[config.mk]
export PLATFORM = sky130hd
export DESIGN_NAME = two_operand_instruction_decoder
export DESIGN_NICKNAME = d
export VERILOG_FILES = /design/src/design/tod_pkg.sv /design/src/design/two_operand_instruction_decoder.sv /design/src/design/tod_in_stage.sv /design/src/design/tod_decode.sv /design/src/design/tod_out_stage.sv
export VERILOG_INCLUDE_DIRS = /design/src /design/src/design
export SDC_FILE = /design/constraint.sdc
export NUM_CORES = 1
export LEC_CHECK = 0
export ABC_CLOCK_PERIOD_IN_PS = 3040
export BUFFER_PORTS_ARGS = -buffer_cell sky130_fd_sc_hd__clkbuf_2
export CAP_MARGIN = 30
export CORE_UTILIZATION = 49
export DETAILED_ROUTE_END_ITERATION = 10
export PLACE_DENSITY_LB_ADDON = 0.08
export SLEW_MARGIN = 40
export SYNTH_ARGS = -nofsm -noshare
export SYNTH_HDL_FRONTEND = slang
export SYNTH_HIERARCHICAL = 1
export SYNTH_SLANG_ARGS = --single-unit
[constraint.sdc]
create_clock -name clk -period 3.04 [get_ports clk]
set_clock_uncertainty 0.05 [all_clocks]
set_input_delay 0.456 -clock clk [delete_from_list [all_inputs] [get_ports clk]]
set_output_delay 0.456 -clock clk [all_outputs]
set_load 0.05 [all_outputs]
[src/design/two_operand_instruction_decoder_macros.svh]
`ifndef TWO_OPERAND_INSTRUCTION_DECODER_MACROS_SVH
`define TWO_OPERAND_INSTRUCTION_DECODER_MACROS_SVH

// Same-cycle implication, checked outside reset
`define TOD_ASSERT_SAME(lbl, ante, cons, msg) \
  lbl: assert property (@(posedge clk) disable iff (!rst_n) (ante) |-> (cons)) else $error(msg);

// Next-cycle implication, checked outside reset
`define TOD_ASSERT_NEXT(lbl, ante, cons, msg) \
  lbl: assert property (@(posedge clk) disable iff (!rst_n) (ante) |=> (cons)) else $error(msg);

`endif

[src/design/tod_pkg.sv]
package tod_pkg;

  typedef enum logic [2:0] {
    MODE_IMM      = 3'd0,
    MODE_PSW      = 3'd1,
    MODE_REGDIR   = 3'd2,
    MODE_MEMDIR   = 3'd3,
    MODE_REGINDIR = 3'd4
  } opmode_t;

  typedef enum logic [1:0] {
    ST_OK      = 2'd0,
    ST_ILLEGAL = 2'd1,
    ST_IMM_DST = 2'd2
  } status_t;

  localparam logic [3:0] MN_CMP  = 4'd4;
  localparam logic [3:0] MN_TEST = 4'd8;
  localparam logic [3:0] MN_PUSH = 4'd9;
  localparam logic [3:0] MN_CALL = 4'd11;

  localparam logic [1:0] OP_COUNT [16] = '{
    2'd2, 2'd2, 2'd2, 2'd2, 2'd2, 2'd2, 2'd2, 2'd2,
    2'd2, 2'd1, 2'd1, 2'd1, 2'd0, 2'd2, 2'd2, 2'd2
  };

  typedef struct packed {
    logic [3:0]  mnemonic;
    logic [1:0]  cond_code;
    logic [1:0]  operand_count;
    opmode_t     dst_mode;
    logic [2:0]  dst_reg;
    logic [15:0] dst_ext;
    opmode_t     src_mode;
    logic [2:0]  src_reg;
    logic [15:0] src_ext;
    status_t     status;
  } tod_result_t;

  typedef struct packed {
    logic        vld;
    logic [15:0] word;
  } tod_word_t;

endpackage

[src/design/two_operand_instruction_decoder.sv]
// Two-operand instruction decoder.
// Input channel: in_valid / in_stall / in_word carry the instruction stream, one
// 16-bit word per item: an opcode word, then zero or one extension word.
// Result channel: out_valid / out_stall carry one decoded instruction per item:
// mnemonic, condition, operand count, per-operand mode, register and extension
// word, and status (ok, illegal two-extension instruction, or immediate
// destination not allowed).
// An instruction that needs no extension word, or one that is illegal, yields
// its item from the opcode word; otherwise from its extension word.
// Path: the accepted last word of an instruction is held in the input register,
// then decoded into the output register, which drives out_valid.
// Throughput: one word per cycle sustained while out_stall is low; a waiting
// result lets the input register take one more word, then the input stalls.
// Stall: when out_stall holds a pending result, the decoder holds its word and
// in_stall rises once the input register is occupied; nothing is dropped.
// Reset (rst_n low, synchronous): both registers empty, decoder expects an
// opcode word.
module two_operand_instruction_decoder
  import tod_pkg::*;
(
  input  logic        clk,
  input  logic        rst_n,
  input  logic        in_valid,
  output logic        in_stall,
  input  logic [15:0] in_word,
  output logic        out_valid,
  input  logic        out_stall,
  output logic [3:0]  out_mnemonic,
  output logic [1:0]  out_cond_code,
  output logic [1:0]  out_operand_count,
  output logic [2:0]  out_dst_mode,
  output logic [2:0]  out_dst_reg,
  output logic [15:0] out_dst_ext,
  output logic [2:0]  out_src_mode,
  output logic [2:0]  out_src_reg,
  output logic [15:0] out_src_ext,
  output logic [1:0]  out_status
);

  tod_word_t   held;
  logic        adv;
  logic        down_ready;
  logic        res_vld;
  tod_result_t res;
  tod_result_t out_res;

  tod_in_stage u_in (
    .clk        (clk),
    .rst_n      (rst_n),
    .in_valid   (in_valid),
    .in_word    (in_word),
    .in_stall   (in_stall),
    .down_ready (down_ready),
    .held       (held),
    .adv        (adv)
  );

  tod_decode u_dec (
    .clk     (clk),
    .rst_n   (rst_n),
    .held    (held),
    .adv     (adv),
    .res_vld (res_vld),
    .res     (res)
  );

  tod_out_stage u_out (
    .clk       (clk),
    .rst_n     (rst_n),
    .load      (held.vld && res_vld),
    .res       (res),
    .ready     (down_ready),
    .out_valid (out_valid),
    .out_stall (out_stall),
    .out_res   (out_res)
  );

  assign out_mnemonic      = out_res.mnemonic;
  assign out_cond_code     = out_res.cond_code;
  assign out_operand_count = out_res.operand_count;
  assign out_dst_mode      = 3'(out_res.dst_mode);
  assign out_dst_reg       = out_res.dst_reg;
  assign out_dst_ext       = out_res.dst_ext;
  assign out_src_mode      = 3'(out_res.src_mode);
  assign out_src_reg       = out_res.src_reg;
  assign out_src_ext       = out_res.src_ext;
  assign out_status        = 2'(out_res.status);

endmodule

[src/design/tod_in_stage.sv]
module tod_in_stage
  import tod_pkg::*;
(
  input  logic        clk,
  input  logic        rst_n,
  input  logic        in_valid,
  input  logic [15:0] in_word,
  output logic        in_stall,
  input  logic        down_ready,
  output tod_word_t   held,
  output logic        adv
);

  logic        vld_r;
  logic [15:0] word_r;

  assign adv      = vld_r && down_ready;
  assign in_stall = vld_r && !down_ready;
  assign held     = '{vld: vld_r, word: word_r};

  always_ff @(posedge clk) begin
    if (!rst_n) begin
      vld_r <= 1'b0;
    end else if (!in_stall) begin
      vld_r <= in_valid;
    end
  end

  always_ff @(posedge clk) begin
    if (in_valid && !in_stall) begin
      word_r <= in_word;
    end
  end

endmodule

[src/design/tod_decode.sv]
`include "two_operand_instruction_decoder_macros.svh"

module tod_decode
  import tod_pkg::*;
(
  input  logic        clk,
  input  logic        rst_n,
  input  tod_word_t   held,
  input  logic        adv,
  output logic        res_vld,
  output tod_result_t res
);

  typedef enum logic [1:0] {
    PH_OPC = 2'd0,
    PH_DST = 2'd1,
    PH_SRC = 2'd2
  } phase_t;

  phase_t      phase_r, phase_nxt;
  logic [15:0] held_op_r, held_op_nxt;

  function automatic opmode_t mode_of(input logic [4:0] code);
    opmode_t m;
    unique case (code[4:3])
      2'd0:    m = (code[2:0] == 3'd7) ? MODE_PSW : MODE_IMM;
      2'd1:    m = MODE_REGDIR;
      2'd2:    m = MODE_MEMDIR;
      default: m = MODE_REGINDIR;
    endcase
    return m;
  endfunction

  function automatic logic needs_ext(input opmode_t m);
    return !(m == MODE_REGDIR || m == MODE_PSW);
  endfunction

  function automatic logic uses_reg(input opmode_t m);
    return (m == MODE_REGDIR || m == MODE_REGINDIR);
  endfunction

  function automatic logic imm_dst_ok(input logic [3:0] mn);
    logic ok;
    unique case (mn) inside
      MN_CMP, MN_TEST, MN_PUSH, MN_CALL: ok = 1'b1;
      default:                           ok = 1'b0;
    endcase
    return ok;
  endfunction

  function automatic tod_result_t build(input logic [15:0] op, input logic illegal,
                                        input logic [15:0] dext, input logic [15:0] sext);
    tod_result_t r;
    logic [1:0]  cnt;
    r               = '0;
    r.mnemonic      = op[13:10];
    r.cond_code     = op[15:14];
    cnt             = OP_COUNT[op[13:10]];
    r.operand_count = cnt;
    r.dst_mode      = MODE_IMM;
    r.src_mode      = MODE_IMM;
    r.status        = ST_OK;
    if (cnt > 2'd0) begin
      r.dst_mode = mode_of(op[9:5]);
      r.dst_reg  = uses_reg(r.dst_mode) ? op[7:5] : 3'd0;
      r.dst_ext  = needs_ext(r.dst_mode) ? dext : 16'd0;
    end
    if (cnt > 2'd1) begin
      r.src_mode = mode_of(op[4:0]);
      r.src_reg  = uses_reg(r.src_mode) ? op[2:0] : 3'd0;
      r.src_ext  = needs_ext(r.src_mode) ? sext : 16'd0;
    end
    if (illegal) begin
      r.status  = ST_ILLEGAL;
      r.dst_ext = 16'd0;
      r.src_ext = 16'd0;
    end else if (cnt > 2'd0 && r.dst_mode == MODE_IMM && !imm_dst_ok(op[13:10])) begin
      r.status = ST_IMM_DST;
    end
    return r;
  endfunction

  logic [1:0] w_cnt;
  logic       w_nd, w_ns;

  always_comb begin
    w_cnt       = OP_COUNT[held.word[13:10]];
    w_nd        = (w_cnt > 2'd0) && needs_ext(mode_of(held.word[9:5]));
    w_ns        = (w_cnt > 2'd1) && needs_ext(mode_of(held.word[4:0]));
    phase_nxt   = PH_OPC;
    held_op_nxt = held_op_r;
    res_vld     = 1'b0;
    res         = build(held.word, 1'b0, 16'd0, 16'd0);
    unique case (phase_r)
      PH_DST: begin
        res_vld = 1'b1;
        res     = build(held_op_r, 1'b0, held.word, 16'd0);
      end
      PH_SRC: begin
        res_vld = 1'b1;
        res     = build(held_op_r, 1'b0, 16'd0, held.word);
      end
      default: begin
        held_op_nxt = held.word;
        if (w_nd && w_ns) begin
          res_vld = 1'b1;
          res     = build(held.word, 1'b1, 16'd0, 16'd0);
        end else if (w_nd) begin
          phase_nxt = PH_DST;
        end else if (w_ns) begin
          phase_nxt = PH_SRC;
        end else begin
          res_vld = 1'b1;
        end
      end
    endcase
  end

  always_ff @(posedge clk) begin
    if (!rst_n) begin
      phase_r   <= PH_OPC;
      held_op_r <= 16'd0;
    end else if (adv) begin
      phase_r   <= phase_nxt;
      held_op_r <= held_op_nxt;
    end
  end

  `TOD_ASSERT_SAME(a_illegal_no_ext, res_vld && res.status == ST_ILLEGAL,
    res.dst_ext == 16'd0 && res.src_ext == 16'd0, "illegal item carries extension data")
  `TOD_ASSERT_SAME(a_imm_dst_mode, res_vld && res.status == ST_IMM_DST,
    res.dst_mode == MODE_IMM && res.operand_count != 2'd0, "bad immediate flag without imm dst")
  `TOD_ASSERT_NEXT(a_emit_returns, adv && res_vld, phase_r == PH_OPC,
    "phase not back to opcode after a result")
  `TOD_ASSERT_NEXT(a_ext_wait_hold, !adv && phase_r != PH_OPC,
    $stable(phase_r) && $stable(held_op_r), "decoder state moved without an item")

endmodule

[src/design/tod_out_stage.sv]
module tod_out_stage
  import tod_pkg::*;
(
  input  logic        clk,
  input  logic        rst_n,
  input  logic        load,
  input  tod_result_t res,
  output logic        ready,
  output logic        out_valid,
  input  logic        out_stall,
  output tod_result_t out_res
);

  logic        vld_r;
  tod_result_t res_r;

  assign ready     = !vld_r || !out_stall;
  assign out_valid = vld_r;
  assign out_res   = res_r;

  always_ff @(posedge clk) begin
    if (!rst_n) begin
      vld_r <= 1'b0;
    end else if (ready) begin
      vld_r <= load;
    end
  end

  always_ff @(posedge clk) begin
    if (ready && load) begin
      res_r <= res;
    end
  end

endmodule

## After elaboration in Yosys (flattened, before gate mapping)

Memory sizes are Yosys's and may differ from the RTL's.
Index checks and enable logic that the tools add are counted.

| operators by class | value |
|---|---|
| reduce and logical (&&, ||, !) cells | 47 |
| muxes and demuxes | 62 |
| equal/unequal tests | 44 |
| bitwise logic cells | 3 |
| order comparisons | 6 |

Operators with widths:

| operator | count |
|---|---|
| $mux 22 | 11 |
| $pmux 54 s2 | 1 |
| $mux 3 | 20 |
| $mux 46 | 1 |
| $eq 3x3->1 const B | 12 |
| $pmux 3 s3 | 4 |
| $mux 16 | 2 |
| $eq 3x2->1 const B | 10 |
| $eq 4x4->1 const B | 6 |
| $mux 2 | 11 |
| $logic_and 1x1->1 | 14 |
| $logic_or 1x1->1 | 13 |
| $eq 3x1->1 const B | 4 |
| $mux 1 | 12 |
| $eq 2x1->1 const B | 5 |
| $eq 2x2->1 const B | 5 |
| $ge 5x5->1 const B | 2 |
| $not 4->5 | 2 |
| $logic_not 1->1 | 9 |
| $logic_not 3->1 | 3 |
| $eq 4x3->1 const B | 2 |
| $gt 2x1->1 const B | 4 |
| $logic_not 2->1 | 4 |
| $reduce_or 4->1 | 2 |
| other kinds (3) | 3 |

| storage, ports and cells | value |
|---|---|
| memory bits (read-only) | 64 |
| output and inout bits | 56 |
| memories kept | 2 |
| bits in registers | 90 |

Memories:

| memory | words | bits a word | rd ports | clocked after memory_dff | write ports | line | RTL |
|---|---|---|---|---|---|---|---|
| (name not given) | 16 | 2 | 1 | 0 | 0 | tod_decode.sv:58 | `cnt = OP_COUNT[op[13:10]];` |
| (name not given) | 16 | 2 | 1 | 0 | 0 | tod_decode.sv:58 |  |

## Logic depth before layout (Yosys ltp)

| logic depth | value |
|---|---|
| depth in word-level cells | 17 |
| gate-level depth with buffers | 10 |
| mapped depth without buffers | 10 |

## Cells and area by module

The synthesis kept the hierarchy.

By module, submodules not included:

| module | cells an instance | sequential area each (um^2) | instances | area each (um^2) |
|---|---|---|---|---|
| tod_decode | 217 | 360.3 | 1 | 1724.2 |
| tod_out_stage | 59 | 1641.6 | 1 | 1662.8 |
| tod_in_stage | 22 | 500.5 | 1 | 541.8 |
| two_operand_instruction_decoder | 1 | 0.0 | 1 | 6.3 |

## Least setup slack after synthesis

OpenSTA, ideal clock, no wires.

| path | value |
|---|---|
| path kind | register -> register |
| start | register u_in.word_r[9] |
| end | register u_out.res_r, in the netlist u_out/out_res[0] (enable) |
| setup slack | -0.308 ns |
| cell stages (with the launch flop) | 10 |
| period minus slack after synthesis | 3.348 ns |
| buffers on the path | 0 |
| arrival | 2.881 ns |
| cells stage by stage | edfxtp_1 inv_1 ha_1 nand4_1 mux2i_1 a211oi_1 ha_1 nand2b_1 and2_1 and2_1 |

| between the ends | value |
|---|---|
| word-level cells in the longest chain between the ends | 11 |
| elaborated cells between the ends (all ways) | 15 |
| classes of those cells | 4 x eq/ne; 4 x mux; 7 x reduce/logical |

RTL lines:

| element | line | RTL |
|---|---|---|
| start: declaration | tod_in_stage.sv:15 | `logic [15:0] word_r;` |
| start signal: assignment | tod_in_stage.sv:31 | `word_r <= in_word;` |
| $eq 2x2->1, or another cell as far along | tod_decode.sv:25 | `unique case (code[4:3])` |
| $pmux 3 s3 (*) | tod_decode.sv:25 |  |
| $eq 3x2->1 or $eq 3x1->1 (tied branches) | tod_decode.sv:35 | `return !(m == MODE_REGDIR \|\| m == MODE_PSW);` |
| $logic_or 1x1->1 (*) | tod_decode.sv:35 |  |
| $logic_not 1->1 (*) | tod_decode.sv:35 |  |
| $logic_and 1x1->1 (*) | tod_decode.sv:88 | `w_nd = (w_cnt > 2'd0) && needs_ext(mode_of(held.word[9:5]));` |
| $mux 1 or $logic_and 1x1->1 (tied branches) | tod_decode.sv:108, tod_decode.sv:105 |  |
| $mux 1 (*) | tod_decode.sv:105 | `if (w_nd && w_ns) begin` |
| $mux 1 (*) | tod_decode.sv:94 | `unique case (phase_r)` |
| named net res_vld | two_operand_instruction_decoder.sv:43 | `logic res_vld;` |
| $logic_and 1x1->1 (*) | two_operand_instruction_decoder.sv:70 | `.load (held.vld && res_vld),` |
| $logic_and 1x1->1 (*) | tod_out_stage.sv:30 | `if (ready && load) begin` |
| end signal: assignment | tod_out_stage.sv:31 | `res_r <= res;` |
| end: declaration | tod_out_stage.sv:15 | `tod_result_t res_r;` |

The timed path passes the listed nets; every way through them passes the cells marked *.
A chain may end at the register's enable or synchronous reset.

## Worst setup path after layout

| path | value |
|---|---|
| start | register u_in.word_r[9] |
| end | register u_out.res_r, in the netlist u_out/out_res[49] (enable) |

Same word-level chain as after synthesis.

==> reports/metrics.csv <==
metric,value,unit
"Avg Cell Area, Syn",13.2,sq um
top post-synthesis cells by count,"edfxtp_1, nand2_1, and2_1",
CTS tree,done,
total leakage power,1.87,nW
Setup-failing EPs final,0,
clk slew on worst S/H paths,90,ps
Num CTS Buffers,9,
Max Fanout on Critical Path,54,
DRC violations left,0,
Slew @ Worst Pin,714,ps
Placeable Area,7730,sq um
design area,4630,sq um
"Cell Area, Placed",4420,sq um
Fmax achieved,361,MHz
Mapped Cells,299,
largest net degree at the start of global routing,55,
Final #Nets,418,
FF-to-FF Start,u_in/word_r[9],
clock sinks,90,
# diodes,0,
total number of vias,2556,
Post-Place Worst Slack,296,ps
start point of the critical path,u_in/word_r[9],
Max-cap violations,0,
Synthesis Warnings,6,
Routed Antenna Nets,0,
sequential share of the synthesized area,0.636,
1st-iter DRT viols,113,
post-synth top area share,0.534,
cell taking the most area after synthesis,edfxtp_1,
period utilization,0.912,
RSZ-0062 raised after global routing,no,
CP Capture Type,flop,
crit start category,flop,
most common cell in the netlist,edfxtp_1,
Area Growth Syn to Fin,17.7,%
Die Ht,91.6,um
placed cells,470,
"Distinct cells, synth",44,
"Primary FF master, synth",edfxtp_1,
Starting Density,0.509,
Worst Hold Class,input pin to flop,
Pins Over Slew Limit,0,
total grt overflow,0,
Crit path arrival time,2810,ps
CP required,3080,ps
first-pass GRT wire length,11900,um
critical path class,flop to flop,
worst rel slew slack,0.524,
worst skew pair latency,360,ps
status,finished clean,
R2R Setup Slk,270,ps
# fillers,644,
startpoint of the worst hold path,in_word[1],
Port Buffer Count,75,
hpwl dp,5210,um
"Core Util, Final",0.599,
total track usage,0.189,
Die Wd,91.6,um
clock root buffer,clkbuf_8,
count of flip-flops with a built-in enable after synthesis,70,
CTS Hold Bufs,0,
placement row count,32,
share of layout cells above drive strength 1,0.270,
Hold Fails Final Rpt,0,
final WL,7460,um
final std cells w/o fill,487,
post-layout min period,2770,ps
power per standard cell area,572,nW/um^2
cell area after synthesis,3940,sq um
Ports,76,
drt wl/cell,15.3,um
#FFs+latches synth,90,
Post CTS Setup Buffer Count,0,
Avg Vias per Cell,5.25,
clk buf depth,2,
final worst setup slack,268,ps
Synth area leaders,"edfxtp_1, dfxtp_1, and2_1, ha_1, nand2_1",
Die Footprint,8390,sq um
routability cong.,0.847,
TNS Setup,0,ps
Async SR Flop Fraction,0,
H-tree depth reported by CTS,3,
Post-Syn Nets,337,
vias in the first global route,2413,
post-CTS resize count,0,
DRT Pass-1 Iters,4,
VDD IR max,0.289,mV
initial antenna violation count,0,
## cell type report
type | instances | area (sq um) | area share
Sequential cell | 90 | 2500 | 0.540
Multi-Input combinational cell | 188 | 1340 | 0.289
Timing Repair Buffer | 79 | 418 | 0.0902
Tap cell | 102 | 128 | 0.0276
Clock buffer | 9 | 124 | 0.0267
Clock inverter | 7 | 76.3 | 0.0165
Inverter | 12 | 45.0 | 0.00973
## path summary, 6_finish.rpt
check                                           end  depth (start not counted)
worst min register to register  u_dec/held_op_r[14]                          2
worst min-delay path                 u_in/word_r[1]                          1
worst max register to register    u_out/out_res[49]                         10
worst max-delay path              u_out/out_res[49]                         10
## metal layers
layer / part of all wire / GRT usage
met5: 0 / 0
met4: 0.023 / 0.0886
met3: 0.042 / 0.0315
met2: 0.48 / 0.307
met1: 0.45 / 0.247
## flip-flops by register name, indices dropped and copies added (netlist names)
register	cells
u_out/out_res	54
u_out/out_valid	1
u_in/word_r	16
u_dec/held_op_r	16
u_in/vld_r	1
u_dec/phase_r	2
## worst max-delay path: stages (launching register included)
cell	delay, ps
edfxtp_1	430
inv_1	110
ha_1	190
nand4_1	100
mux2i_1	120
a211oi_1	470
ha_1	310
nand2b_1	130
and2_1	160
and2_2	180
buf_12	200
## per-stage QoR
stage	hold WS, ps	power (mW)
3_5_place_dp	403	1.86
4_1_cts	205	2.67
6_report	219	2.65
5_1_grt	205	2.75
3_3_place_gp	390	1.85
2_1_floorplan	385	1.75
## cells in the final DEF, fill, tap and decap left out, drive strengths merged, types with 2 or more instances in the layout
| cell type | instances |
|---|---|
| clkinv | 3 |
| buf | 4 |
| a211oi | 2 |
| nand2 | 40 |
| clkbuf | 84 |
| nor2 | 8 |
| a21boi | 16 |
| nor2b | 3 |
| a32o | 3 |
| mux2i | 6 |
| nand2b | 4 |
| nand4 | 4 |
| inv | 15 |
| nand4bb | 2 |
| dfxtp | 20 |
| o21a | 4 |
| and2 | 39 |
| or2 | 2 |
| a22o | 14 |
| o21ai | 5 |
| ha | 18 |
| o31ai | 2 |
| edfxtp | 70 |
| a21oi | 3 |
## where the power goes
| group | leakage [nW] | switching, mW | total, mW | internal (mW) |
|---|---|---|---|---|
| clock network | 0.104 | 0.436 | 0.825 | 0.389 |
| logic | 0.935 | 0.272 | 0.378 | 0.106 |
| registers | 0.832 | 0.0425 | 1.45 | 1.40 |
## kinds of logic (layout without fill, tap and decap cells)
| logic type | after synthesis | in the layout | share of synthesized area |
|---|---|---|---|
| adders and majority gates | 18 | 18 | 0.0572 |
| and+or+nand+nor | 108 | 108 | 0.150 |
| AOI/OAI and AO/OA | 56 | 56 | 0.116 |
| buffers and inverters | 21 | 107 | 0.0245 |
| DFF | 90 | 90 | 0.636 |
| muxes | 6 | 6 | 0.0162 |
(Power assumes the default switching activity.)
